### src/rtl/ir_mwd_pkg.sv
`timescale 1ns / 1ps
// Package for the IR median wall detector: widths, register map, reset values
// and the word, config and flag types. No dependencies.
package ir_mwd_pkg;

  localparam int CHANNELS     = 8;
  localparam int DIST_BITS    = 12;
  localparam int WINDOW_DEF   = 3;
  localparam int COUNT_BITS   = 5;
  localparam int OUTLIER_BITS = 4;
  localparam int APB_DATA_W   = 32;
  localparam int REG_IDX_W    = 3;
  localparam int APB_ADDR_W   = REG_IDX_W + 2;

  typedef logic [DIST_BITS-1:0]    dist_t;
  typedef logic [OUTLIER_BITS-1:0] outlier_t;
  typedef logic [COUNT_BITS-1:0]   count_t;

  typedef enum logic [REG_IDX_W-1:0] {
    REG_FRONT_MAX   = 3'd0,
    REG_FRONT_MIN   = 3'd1,
    REG_SIDE_MAX    = 3'd2,
    REG_CROSS_LEFT  = 3'd3,
    REG_CROSS_RIGHT = 3'd4,
    REG_OUTLIER_MIN = 3'd5
  } reg_idx_t;

  localparam dist_t    RST_FRONT_MAX   = 12'd320;  // 20.0 cm
  localparam dist_t    RST_FRONT_MIN   = 12'd96;   // 6.0 cm
  localparam dist_t    RST_SIDE_MAX    = 12'd320;  // 20.0 cm
  localparam dist_t    RST_CROSS_LEFT  = 12'd0;
  localparam dist_t    RST_CROSS_RIGHT = 12'd0;
  localparam outlier_t RST_OUTLIER_MIN = 4'd3;

  typedef struct packed {
    dist_t    front_max_dist;
    dist_t    front_min_dist;
    dist_t    side_max_dist;
    dist_t    cross_limit_left;
    dist_t    cross_limit_right;
    outlier_t outlier_minimum;
  } cfg_t;

  typedef struct packed {
    dist_t dist_ch0;
    dist_t dist_ch1;
    dist_t dist_ch2;
    dist_t dist_ch3;
    dist_t dist_ch4;
    dist_t dist_ch5;
    dist_t dist_ch6;
    dist_t dist_ch7;
    logic  rotating;
  } in_item_t;

  typedef struct packed {
    logic left_wall;
    logic right_wall;
    logic front_wall;
    logic crossed;
  } flags_t;

  typedef struct packed {
    dist_t med_ch0;
    dist_t med_ch1;
    dist_t med_ch2;
    dist_t med_ch3;
    dist_t med_ch4;
    dist_t med_ch5;
    dist_t med_ch6;
    dist_t med_ch7;
    logic  left_wall;
    logic  right_wall;
    logic  front_wall;
    logic  crossed;
  } out_item_t;

endpackage

### src/rtl/ir_mwd_if.sv
`timescale 1ns / 1ps
// Valid/ready stream interfaces for the scan words and the result words.
// Depends on ir_mwd_pkg.
interface ir_mwd_in_if import ir_mwd_pkg::*; ();
  logic     valid;
  logic     ready;
  in_item_t data;

  modport source (output valid, output data, input ready);
  modport sink (input valid, input data, output ready);
endinterface

interface ir_mwd_out_if import ir_mwd_pkg::*; ();
  logic      valid;
  logic      ready;
  out_item_t data;

  modport source (output valid, output data, input ready);
  modport sink (input valid, input data, output ready);
endinterface

### src/rtl/ir_mwd_regs.sv
`timescale 1ns / 1ps
// APB register file holding the six detector limits.
// Depends on ir_mwd_pkg.
module ir_mwd_regs import ir_mwd_pkg::*; (
  input  logic                  clk,
  input  logic                  rst_n,
  input  logic                  psel,
  input  logic                  penable,
  input  logic                  pwrite,
  input  logic [APB_ADDR_W-1:0] paddr,
  input  logic [APB_DATA_W-1:0] pwdata,
  output logic [APB_DATA_W-1:0] prdata,
  output logic                  pready,
  output cfg_t                  cfg
);

  cfg_t     cfg_r;
  cfg_t     cfg_nxt;
  reg_idx_t reg_idx;
  logic     wr_en;

  assign pready  = 1'b1;
  assign reg_idx = reg_idx_t'(paddr[APB_ADDR_W-1:2]);
  assign wr_en   = psel && penable && pwrite && pready;
  assign cfg     = cfg_r;

  always_comb begin
    cfg_nxt = cfg_r;
    if (wr_en) begin
      unique case (reg_idx)
        REG_FRONT_MAX:   cfg_nxt.front_max_dist    = pwdata[DIST_BITS-1:0];
        REG_FRONT_MIN:   cfg_nxt.front_min_dist    = pwdata[DIST_BITS-1:0];
        REG_SIDE_MAX:    cfg_nxt.side_max_dist     = pwdata[DIST_BITS-1:0];
        REG_CROSS_LEFT:  cfg_nxt.cross_limit_left  = pwdata[DIST_BITS-1:0];
        REG_CROSS_RIGHT: cfg_nxt.cross_limit_right = pwdata[DIST_BITS-1:0];
        REG_OUTLIER_MIN: cfg_nxt.outlier_minimum   = pwdata[OUTLIER_BITS-1:0];
        default:         cfg_nxt = cfg_r;
      endcase
    end
  end

  always_comb begin
    unique case (reg_idx)
      REG_FRONT_MAX:   prdata = APB_DATA_W'(cfg_r.front_max_dist);
      REG_FRONT_MIN:   prdata = APB_DATA_W'(cfg_r.front_min_dist);
      REG_SIDE_MAX:    prdata = APB_DATA_W'(cfg_r.side_max_dist);
      REG_CROSS_LEFT:  prdata = APB_DATA_W'(cfg_r.cross_limit_left);
      REG_CROSS_RIGHT: prdata = APB_DATA_W'(cfg_r.cross_limit_right);
      REG_OUTLIER_MIN: prdata = APB_DATA_W'(cfg_r.outlier_minimum);
      default:         prdata = '0;
    endcase
  end

  always_ff @(posedge clk) begin
    if (!rst_n) begin
      cfg_r.front_max_dist    <= RST_FRONT_MAX;
      cfg_r.front_min_dist    <= RST_FRONT_MIN;
      cfg_r.side_max_dist     <= RST_SIDE_MAX;
      cfg_r.cross_limit_left  <= RST_CROSS_LEFT;
      cfg_r.cross_limit_right <= RST_CROSS_RIGHT;
      cfg_r.outlier_minimum   <= RST_OUTLIER_MIN;
    end else begin
      cfg_r <= cfg_nxt;
    end
  end

endmodule

### src/rtl/ir_mwd_median.sv
`timescale 1ns / 1ps
// One channel: shift line of previous samples and a rank-select median over
// the window. Depends on ir_mwd_pkg.
module ir_mwd_median import ir_mwd_pkg::*; #(
  parameter int WINDOW = WINDOW_DEF
) (
  input  logic  clk,
  input  logic  rst_n,
  input  logic  shift_en,
  input  dist_t sample,
  output dist_t med
);

  localparam int HIST = WINDOW - 1;
  localparam int MID  = (WINDOW - 1) / 2;
  localparam int CW   = $clog2(WINDOW);

  dist_t          hist_r [HIST];
  dist_t          win    [WINDOW];
  logic [CW-1:0]  rank   [WINDOW];
  logic [WINDOW-1:0] pick;

  always_ff @(posedge clk) begin
    if (!rst_n) begin
      for (int k = 0; k < HIST; k++) hist_r[k] <= '0;
    end else if (shift_en) begin
      hist_r[0] <= sample;
      for (int k = 1; k < HIST; k++) hist_r[k] <= hist_r[k-1];
    end
  end

  // rank with ties broken by position, so exactly one element sits at MID
  always_comb begin
    win[0] = sample;
    for (int k = 0; k < HIST; k++) win[k+1] = hist_r[k];
    for (int i = 0; i < WINDOW; i++) begin
      rank[i] = '0;
      for (int j = 0; j < WINDOW; j++) begin
        if (j != i && (win[j] < win[i] || (win[j] == win[i] && j < i)))
          rank[i] = rank[i] + CW'(1);
      end
      pick[i] = (rank[i] == CW'(MID));
    end
    med = '0;
    for (int i = 0; i < WINDOW; i++) begin
      if (pick[i]) med = med | win[i];
    end
  end

endmodule

### src/rtl/ir_mwd_detect.sv
`timescale 1ns / 1ps
// Wall flags from the medians and the debounce counter for the crossed pulse.
// Depends on ir_mwd_pkg.
module ir_mwd_detect import ir_mwd_pkg::*; (
  input  logic   clk,
  input  logic   rst_n,
  input  logic   step,
  input  logic   rotating,
  input  cfg_t   cfg,
  input  dist_t  med [CHANNELS],
  output flags_t flags
);

  count_t cross_count_r;
  count_t cross_count_nxt;
  count_t count_inc;
  logic   cond;

  assign count_inc = cross_count_r + COUNT_BITS'(1);

  always_comb begin
    cond = (med[6] < cfg.cross_limit_left || med[7] < cfg.cross_limit_right) &&
           med[0] > cfg.front_max_dist && med[1] > cfg.front_max_dist;

    flags.left_wall  = med[2] < cfg.side_max_dist && med[3] < cfg.side_max_dist;
    flags.right_wall = med[4] < cfg.side_max_dist && med[5] < cfg.side_max_dist;
    flags.front_wall = med[0] < cfg.front_min_dist || med[1] < cfg.front_min_dist;
    flags.crossed    = 1'b0;
    cross_count_nxt  = '0;
    if (cond && !rotating) begin
      if (count_inc > COUNT_BITS'(cfg.outlier_minimum)) begin
        flags.crossed = 1'b1;
      end else begin
        cross_count_nxt = count_inc;
      end
    end
  end

  always_ff @(posedge clk) begin
    if (!rst_n) begin
      cross_count_r <= '0;
    end else if (step) begin
      cross_count_r <= cross_count_nxt;
    end
  end

endmodule

### src/rtl/ir_median_wall_detector.sv
`timescale 1ns / 1ps
// IR median wall detector. Takes one scan word of eight 12-bit distances per
// clock unless stalled and returns one result word per scan: the median over
// the last WINDOW samples of each channel, left/right/front wall flags and a
// debounced crossed pulse. Sustained rate is one word per cycle while
// out.ready stays high. A word goes from the input register through the
// median/compare logic into the output register; a stalled output holds its
// word while one more scan waits in the input register. History starts at zero
// after reset. The user must write limits over APB at byte address 4*i only
// while the block is idle; nothing enforces this. Depends on ir_mwd_pkg, the
// stream interfaces, ir_mwd_regs, ir_mwd_median and ir_mwd_detect.
module ir_median_wall_detector import ir_mwd_pkg::*; #(
  parameter int WINDOW = WINDOW_DEF
) (
  input  logic                  clk,
  input  logic                  rst_n,
  ir_mwd_in_if.sink             in_if,
  ir_mwd_out_if.source          out_if,
  input  logic                  psel,
  input  logic                  penable,
  input  logic                  pwrite,
  input  logic [APB_ADDR_W-1:0] paddr,
  input  logic [APB_DATA_W-1:0] pwdata,
  output logic [APB_DATA_W-1:0] prdata,
  output logic                  pready
);

  cfg_t      cfg;
  logic      s0_valid_r;
  in_item_t  s0_data_r;
  logic      out_valid_r;
  out_item_t out_data_r;
  out_item_t out_data_nxt;
  logic      out_free;
  logic      advance;
  logic      in_fire;
  dist_t     samples [CHANNELS];
  dist_t     med     [CHANNELS];
  flags_t    flags;

  assign out_free     = !out_valid_r || out_if.ready;
  assign advance      = s0_valid_r && out_free;
  assign in_if.ready  = !s0_valid_r || out_free;
  assign in_fire      = in_if.valid && in_if.ready;
  assign out_if.valid = out_valid_r;
  assign out_if.data  = out_data_r;

  ir_mwd_regs u_regs (
    .clk     (clk),
    .rst_n   (rst_n),
    .psel    (psel),
    .penable (penable),
    .pwrite  (pwrite),
    .paddr   (paddr),
    .pwdata  (pwdata),
    .prdata  (prdata),
    .pready  (pready),
    .cfg     (cfg)
  );

  assign samples[0] = s0_data_r.dist_ch0;
  assign samples[1] = s0_data_r.dist_ch1;
  assign samples[2] = s0_data_r.dist_ch2;
  assign samples[3] = s0_data_r.dist_ch3;
  assign samples[4] = s0_data_r.dist_ch4;
  assign samples[5] = s0_data_r.dist_ch5;
  assign samples[6] = s0_data_r.dist_ch6;
  assign samples[7] = s0_data_r.dist_ch7;

  for (genvar c = 0; c < CHANNELS; c++) begin : g_ch
    ir_mwd_median #(.WINDOW(WINDOW)) u_median (
      .clk      (clk),
      .rst_n    (rst_n),
      .shift_en (advance),
      .sample   (samples[c]),
      .med      (med[c])
    );
  end

  ir_mwd_detect u_detect (
    .clk      (clk),
    .rst_n    (rst_n),
    .step     (advance),
    .rotating (s0_data_r.rotating),
    .cfg      (cfg),
    .med      (med),
    .flags    (flags)
  );

  always_comb begin
    out_data_nxt.med_ch0    = med[0];
    out_data_nxt.med_ch1    = med[1];
    out_data_nxt.med_ch2    = med[2];
    out_data_nxt.med_ch3    = med[3];
    out_data_nxt.med_ch4    = med[4];
    out_data_nxt.med_ch5    = med[5];
    out_data_nxt.med_ch6    = med[6];
    out_data_nxt.med_ch7    = med[7];
    out_data_nxt.left_wall  = flags.left_wall;
    out_data_nxt.right_wall = flags.right_wall;
    out_data_nxt.front_wall = flags.front_wall;
    out_data_nxt.crossed    = flags.crossed;
  end

  always_ff @(posedge clk) begin
    if (!rst_n) begin
      s0_valid_r  <= 1'b0;
      out_valid_r <= 1'b0;
    end else begin
      if (in_if.ready) s0_valid_r <= in_if.valid;
      if (out_free) out_valid_r <= s0_valid_r;
    end
  end

  always_ff @(posedge clk) begin
    if (in_fire) s0_data_r <= in_if.data;
    if (advance) out_data_r <= out_data_nxt;
  end

endmodule

### src/flat_wrapper.sv
// flat-port wrapper written by rule: the top's interface ports become plain ports
module ir_median_wall_detector_flat import ir_mwd_pkg::*;
#(
  parameter int WINDOW = WINDOW_DEF
)
  (clk, rst_n, psel, penable, pwrite, paddr, pwdata, prdata, pready, in_if_valid, in_if_data, in_if_ready, out_if_valid, out_if_data, out_if_ready);
  ir_mwd_in_if in_if_i ();
  ir_mwd_out_if out_if_i ();
  input  logic clk;
  input  logic rst_n;
  input  logic psel;
  input  logic penable;
  input  logic pwrite;
  input  logic [APB_ADDR_W-1:0] paddr;
  input  logic [APB_DATA_W-1:0] pwdata;
  output logic [APB_DATA_W-1:0] prdata;
  output logic pready;
  input wire logic [$bits(in_if_i.valid)-1:0] in_if_valid;
  input wire logic [$bits(in_if_i.data)-1:0] in_if_data;
  output wire logic [$bits(in_if_i.ready)-1:0] in_if_ready;
  output wire logic [$bits(out_if_i.valid)-1:0] out_if_valid;
  output wire logic [$bits(out_if_i.data)-1:0] out_if_data;
  input wire logic [$bits(out_if_i.ready)-1:0] out_if_ready;
  assign in_if_i.valid = in_if_valid;
  assign in_if_i.data = in_if_data;
  assign in_if_ready = in_if_i.ready;
  assign out_if_valid = out_if_i.valid;
  assign out_if_data = out_if_i.data;
  assign out_if_i.ready = out_if_ready;
  ir_median_wall_detector #(.WINDOW(WINDOW)) u_core (.clk(clk), .rst_n(rst_n), .in_if(in_if_i), .out_if(out_if_i), .psel(psel), .penable(penable), .pwrite(pwrite), .paddr(paddr), .pwdata(pwdata), .prdata(prdata), .pready(pready));
endmodule
### config.mk
export PLATFORM = sky130hd
export DESIGN_NAME = ir_median_wall_detector_flat
export DESIGN_NICKNAME = d
export VERILOG_FILES = /design/src/rtl/ir_mwd_pkg.sv /design/src/rtl/ir_mwd_if.sv /design/src/rtl/ir_mwd_regs.sv /design/src/rtl/ir_mwd_median.sv /design/src/rtl/ir_mwd_detect.sv /design/src/rtl/ir_median_wall_detector.sv /design/src/flat_wrapper.sv
export SDC_FILE = /design/constraint.sdc
export NUM_CORES = 1
export LEC_CHECK = 0
export CAP_MARGIN = 40
export CELL_PAD_IN_SITES_DETAIL_PLACEMENT = 0
export CELL_PAD_IN_SITES_GLOBAL_PLACEMENT = 1
export CORE_MARGIN = 8
export CORE_UTILIZATION = 52
export DETAILED_ROUTE_END_ITERATION = 7
export DONT_BUFFER_PORTS = 1
export GPL_TIMING_DRIVEN = 1
export PLACE_DENSITY_LB_ADDON = 0.1
export SLEW_MARGIN = 20
export SYNTH_ARGS = -nofsm -noshare
export SYNTH_HDL_FRONTEND = slang
export SYNTH_HIERARCHICAL = 1
export SYNTH_SLANG_ARGS = --single-unit
### constraint.sdc
create_clock -name clk -period 10.9 [get_ports clk]
set_clock_uncertainty 0.15 [all_clocks]
set_input_delay 0.545 -clock clk [delete_from_list [all_inputs] [get_ports clk]]
set_output_delay 0.545 -clock clk [all_outputs]
set_load 0.01 [all_outputs]
==> Yosys cells after proc, flatten, opt, wreduce, memory -nomap -nowiden <==
Memory sizes are Yosys's and may differ from the RTL's.
Cells that the tools add are included.
Widths: inputs -> output; s select.
{ "op_classes": {"addsub": 25, "multipliers": 0, "div": 0, "magnitude_cmp": 59, "n_eq_ne": 53, "n_shift": 0, "muxes": 96, "bitwise": 32, "n_reduce_logical": 47} }
{ "op_table": {"columns": ["op", "count"], "rows": [
  ["$lt 12x12->1", 56],
  ["$mux 12", 40],
  ["$eq 12x12->1", 24],
  ["$or 12x12->12", 16],
  ["$pmux 12 s6", 1],
  ["$eq 2x1->1 const B", 24],
  ["$mux 2", 24],
  ["$add 1x1->2 const B", 16],
  ["$mux 1", 29],
  ["$logic_or 1x1->1", 28],
  ["$gt 12x12->1", 2],
  ["$add 2x1->2 const B", 8],
  ["$or 1x1->1", 16],
  ["$reduce_and 2->1", 6],
  ["$mux 5", 2],
  ["$logic_and 1x1->1", 9],
  ["$eq 3x2->1 const B", 2],
  ["$eq 3x3->1 const B", 2],
  ["$add 5x1->5 const B", 1],
  ["$gt 5x4->1", 1],
  ["$eq 3x1->1 const B", 1],
  ["$logic_not 1->1", 3],
  ["$logic_not 3->1", 1]
]} }
{ "totals": {"ff_bits": 268, "latch_bits": 0, "ram_bits": 192, "mem_bits_ro": 0, "input_bits": 141, "output_inout_bits": 135, "wordCells": 350, "mem_count": 8} }
{ "mem_list": {"columns": ["memory", "words", "word_bits", "rd", "rd_clocked_by_memory_dff", "wr", "line_no", "rtl"], "rows": [
  ["u_core.g_ch[0].u_median.hist_r", 2, 12, 2, 0, 2, "ir_mwd_median.sv:18", "dist_t hist_r [HIST];"],
  ["u_core.g_ch[1].u_median.hist_r", 2, 12, 2, 0, 2, "ir_mwd_median.sv:18", null],
  ["u_core.g_ch[2].u_median.hist_r", 2, 12, 2, 0, 2, "ir_mwd_median.sv:18", null],
  ["u_core.g_ch[3].u_median.hist_r", 2, 12, 2, 0, 2, "ir_mwd_median.sv:18", null],
  ["u_core.g_ch[4].u_median.hist_r", 2, 12, 2, 0, 2, "ir_mwd_median.sv:18", null],
  ["u_core.g_ch[5].u_median.hist_r", 2, 12, 2, 0, 2, "ir_mwd_median.sv:18", null],
  ["+2 memories", null, null, null, null, null, null, null]
]} }

==> Logic depth before layout (Yosys ltp) <==
An unclocked memory read counts as a cell.
{ "logic_depth": {"depth_word": 17, "depth_mapped": 18, "ltp_nobuf": 18} }

==> Modules after synthesis <==
The synthesis kept the hierarchy.
{ "modules_own_cells": {"columns": ["mod", "n_inst", "cells_per_inst", "area_per_inst_um2", "seq_area_each_um2"], "rows": [
  ["ir_mwd_median (u_core.g_ch[0].u_median ...)", 7, 209, 2065.7, 720.7],
  ["ir_median_wall_detector", 1, 206, 6019.5, 5955.7],
  ["ir_mwd_regs", 1, 327, 3110.5, 1281.2],
  ["ir_mwd_detect", 1, 358, 2875.3, 100.1],
  ["ir_mwd_median (u_core.g_ch[3].u_median)", 1, 200, 1980.6, 720.7]
]} }

==> Worst setup path after synthesis <==
OpenSTA, ideal clock, no wires.
{ "synth_timing": {"path_type": "input-to-reg", "from": "input port out_if_ready", "to": "memory u_core/g_ch[0].u_median/hist_r[0][0] (netlist name) (enable)", "setup_ns": 0.384, "t_arrival_ns": 7.263, "required_ns": 10.366, "slack_ns": 3.103, "path_stages": 3, "n_path_buf": 0, "path_cell_list": "nor2b_4 nor2b_1 nand2b_1"} }
{ "synth_lines": {"columns": ["element", "line_no", "rtl"], "rows": [
  ["start, declared", "flat_wrapper.sv:23", "input wire logic [$bits(out_if_i.ready)-1:0] out_if_ready;"],
  ["end, declared", "ir_mwd_median.sv:18", null]
]} }

==> run summary <==
Status - finished, final reports clean
Crit path launch type - flop
Fillers - 4403
DR vias/cell - 5.84
Cts bufs inserted - 53
CTS tree - done
Setup ws final - 6210 ps
Setup WS pre-CTS - 6030 ps
Sequential-to-total area share from yosys stat - 46.1%
Static leakage - 13.9 nW
Vias - 19908
Initial DRT Pass Iterations - 5
DR WL/cell - 21.9 µm
Largest net degree at the start of global routing - 264
Flops & latches, synth - 460
Slew HR - 39.3%
Gr ovfl total - 0
RSZ-0062 raised after global routing - no
VDD IR max - 0.136 mV
Root buffer cell - clkbuf_16
Core ar. - 53900 µm²
Setup tns final - 0 ps
Critical path class - flop to flop
Total Wirelength - 74.4 mm
Largest family of logic cells by synthesized area - adder cells
Number of port buffers - 0
Critical path endpoint category - flop
Buffer count from post-CTS setup fixing - 0
Site Rows - 85
DRC - 0
Layout cells sized above 1 - 9.56%
Synth Cell Area - 28400 µm²
CTS max path bufs - 3
Crit path required time - 11100 ps
Number of synthesized flops with an enable pin - 389
Placed wire-length estimate - 53.1 mm
Ys flop type - edfxtp_1
Synth Area in Compound Gates - 13.5%
Fmax - 213 MHz
Min-delay worst type - input port to flop
GRT Overall Usage - 23.2%
First DRT Iteration DRCs - 1240
Register area - 13100 µm²
Antenna violations before repair - 5
Area of the multi-input gates - 13600 µm²
Die Y - 250 µm
Worst EP arrival - 4900 ps
Die area - 62400 µm²
PD cells - 165 nW/µm²
Netlist cell types - 63
Min Tclk post-route - 4690 ps
Max FO, Critical Path - 11
Initial Util - 52.8%
Worst-Margin Slew - 902 ps
Final period util - 43.1%
Ports - 276
Antenna Nets Post-Route - 0
Vias in the first global route - 19952
Async SR Flop Fraction - 0%
Xor-xnor portion of the synthesized cell area - 1.20%
H-tree depth - 2
Routability congestion estimate - 0.892
Clk slew on worst S/H paths - 60 ps
Final nets - 3210
Final Hold Fails - 0
Die Wd - 250 µm
Post-layout util - 59.5%
Mux contribution to synthesized area - 2.87%
Avg Cell Area, Syn - 11.1 µm²
Dominant cell type by area after synthesis - edfxtp_1
Simple-gate area share of the yosys netlist - 11.8%
# Max-Cap Violations - 0
Area contributors post-synth - edfxtp_1 41%, ha_1 18%, dfxtp_1 5.0%, inv_1 4.6%, and3_1 4.4%
Number of setup violations in the final report - 0
Syn Inst Count - 2554
Clock net sink count - 460
Ys Warns - 6
Yosys top cell area share - 41.1%
Layout area overhead - 12.7%
Max Slew Vio Count - 0
First-pass GRT wire length - 116 mm
Worst-Skew Late Latency - 620 ps
Adder-Cell Fraction of Synth Area - 17.8%
-- where the power goes --
group          switching [mW]  internal (mW)
logic                   0.736          0.475
registers               0.110           2.07
clock network           0.737           1.16
total                    1.58           3.70
-- registers in the layout, indices dropped and copies added, names as in the netlist --
| register | cells |
|---|---|
| u_core/g_ch.u_median/hist_r | 192 |
| u_core/out_if.data | 100 |
| u_core/s0_data_r | 97 |
| u_core/u_regs/cfg | 64 |
| u_core/u_detect/cross_count_r | 5 |
| u_core/out_if.valid | 1 |
| u_core/s0_valid_r | 1 |
-- cells in the mapped netlist (all sizes together) (37+ instances only) --
library cell	count
a22oi	95
edfxtp	389
inv	349
nand4	69
clkbuf	53
dfxtp	71
nor2b	51
and3	198
a21oi	145
nand2	114
ha	405
a21o	37
o21ai	145
nand3	43
mux2i	67
buf	49
-- cells in the final DEF (no fill, tap or decap), types with 9 or more instances in the layout --
| cell type | count |
|---|---|
| ha_1 | 405 |
| edfxtp_1 | 389 |
| inv_1 | 349 |
| and3_1 | 198 |
| a21oi_1 | 136 |
| nand2_1 | 114 |
| dlygate4sd3_1 | 105 |
| a22oi_1 | 95 |
| o21ai_0 | 71 |
| dfxtp_1 | 71 |
| o21ai_2 | 70 |
| nand4_1 | 69 |
| mux2i_1 | 67 |
| clkbuf_16 | 55 |
| nand3_1 | 43 |
| nor2b_1 | 42 |
| a21o_1 | 37 |
| o21a_1 | 29 |
| nor2_1 | 28 |
| nand2b_1 | 23 |
| buf_4 | 23 |
| conb_1 | 21 |
| o211ai_1 | 15 |
| a211oi_1 | 14 |
| a31oi_1 | 13 |
| a222oi_1 | 12 |
| mux2_2 | 11 |
| bufinv_16 | 10 |
| clkinv_1 | 10 |
| or3_1 | 10 |
| clkinv_2 | 9 |
| clkbuf_1 | 9 |
| nor2b_4 | 9 |
| xor2_2 | 9 |
-- path summary, 6_finish.rpt --
path	start	to	slack [ps]	cells past startpoint
worst max-delay path	u_core/s0_data_r[74]	u_core/out_if.data[0]	6210	17
worst max register to register	u_core/s0_data_r[74]	u_core/out_if.data[0]	6210	17
worst min register to register	u_core/u_regs/cfg[35]	u_core/u_regs/cfg[35]	330	2
worst min-delay path	out_if_ready	u_core/s0_valid_r	30	2
-- metal layers --
layer | share of wire (%) | track usage, %
met5 | 0.059 | 0
met3 | 6.6 | 5.39
met2 | 45 | 36.9
met4 | 2.7 | 7.14
met1 | 45 | 31.3
-- worst max-delay path: stages, from the launching register on --
cell	delay (ps)
edfxtp_1	420
inv_1	60
ha_1	300
nor2b_4	130
o211ai_2	150
a21boi_1	80
or4b_4	550
a21oi_2	190
xor2_2	120
buf_6	190
o21ai_0	710
ha_1	390
nand4_1	130
a211oi_1	60
a2111oi_1	470
nor3_2	160
nand2_1	90
nor2_1	50
-- layout make-up --
type	instances	area share, %
Inverter	350	4.10
Clock inverter	35	1.36
Tap cell	696	2.72
Antenna cell	2	0.0156
Sequential cell	460	40.9
Timing Repair Buffer	138	4.25
Multi-Input combinational cell	1661	42.3
Clock buffer	64	4.40
-- cells by family (layout without fill, tap and decap cells) --
group / Yosys count / in the layout
compound gates: 558 / 558
xor+xnor: 27 / 27
fa+ha+maj: 405 / 405
buf+inv: 452 / 587
flops: 460 / 460
mux: 79 / 79
other cells: 2 / 23
simple gates: 571 / 571
-- through the flow --
stage	hold WS (ps)	power, mW	instances	area, µm²
finish	34.6	5.28	3406	32100
global route	13.0	5.54	3404	32100
CTS	4.03	5.33	3401	32000
detailed placement	318	3.38	3197	29100
global placement	310	3.34	3190	29000
floorplan	293	3.04	2573	28500
-- what timing repair did --
item                                   4_1_cts  5_1_grt
endpoints found under the hold margin      124        0
gates resized for setup                      0        0
hold buffers                               105        0
Power figures use the tool's default switching activity.
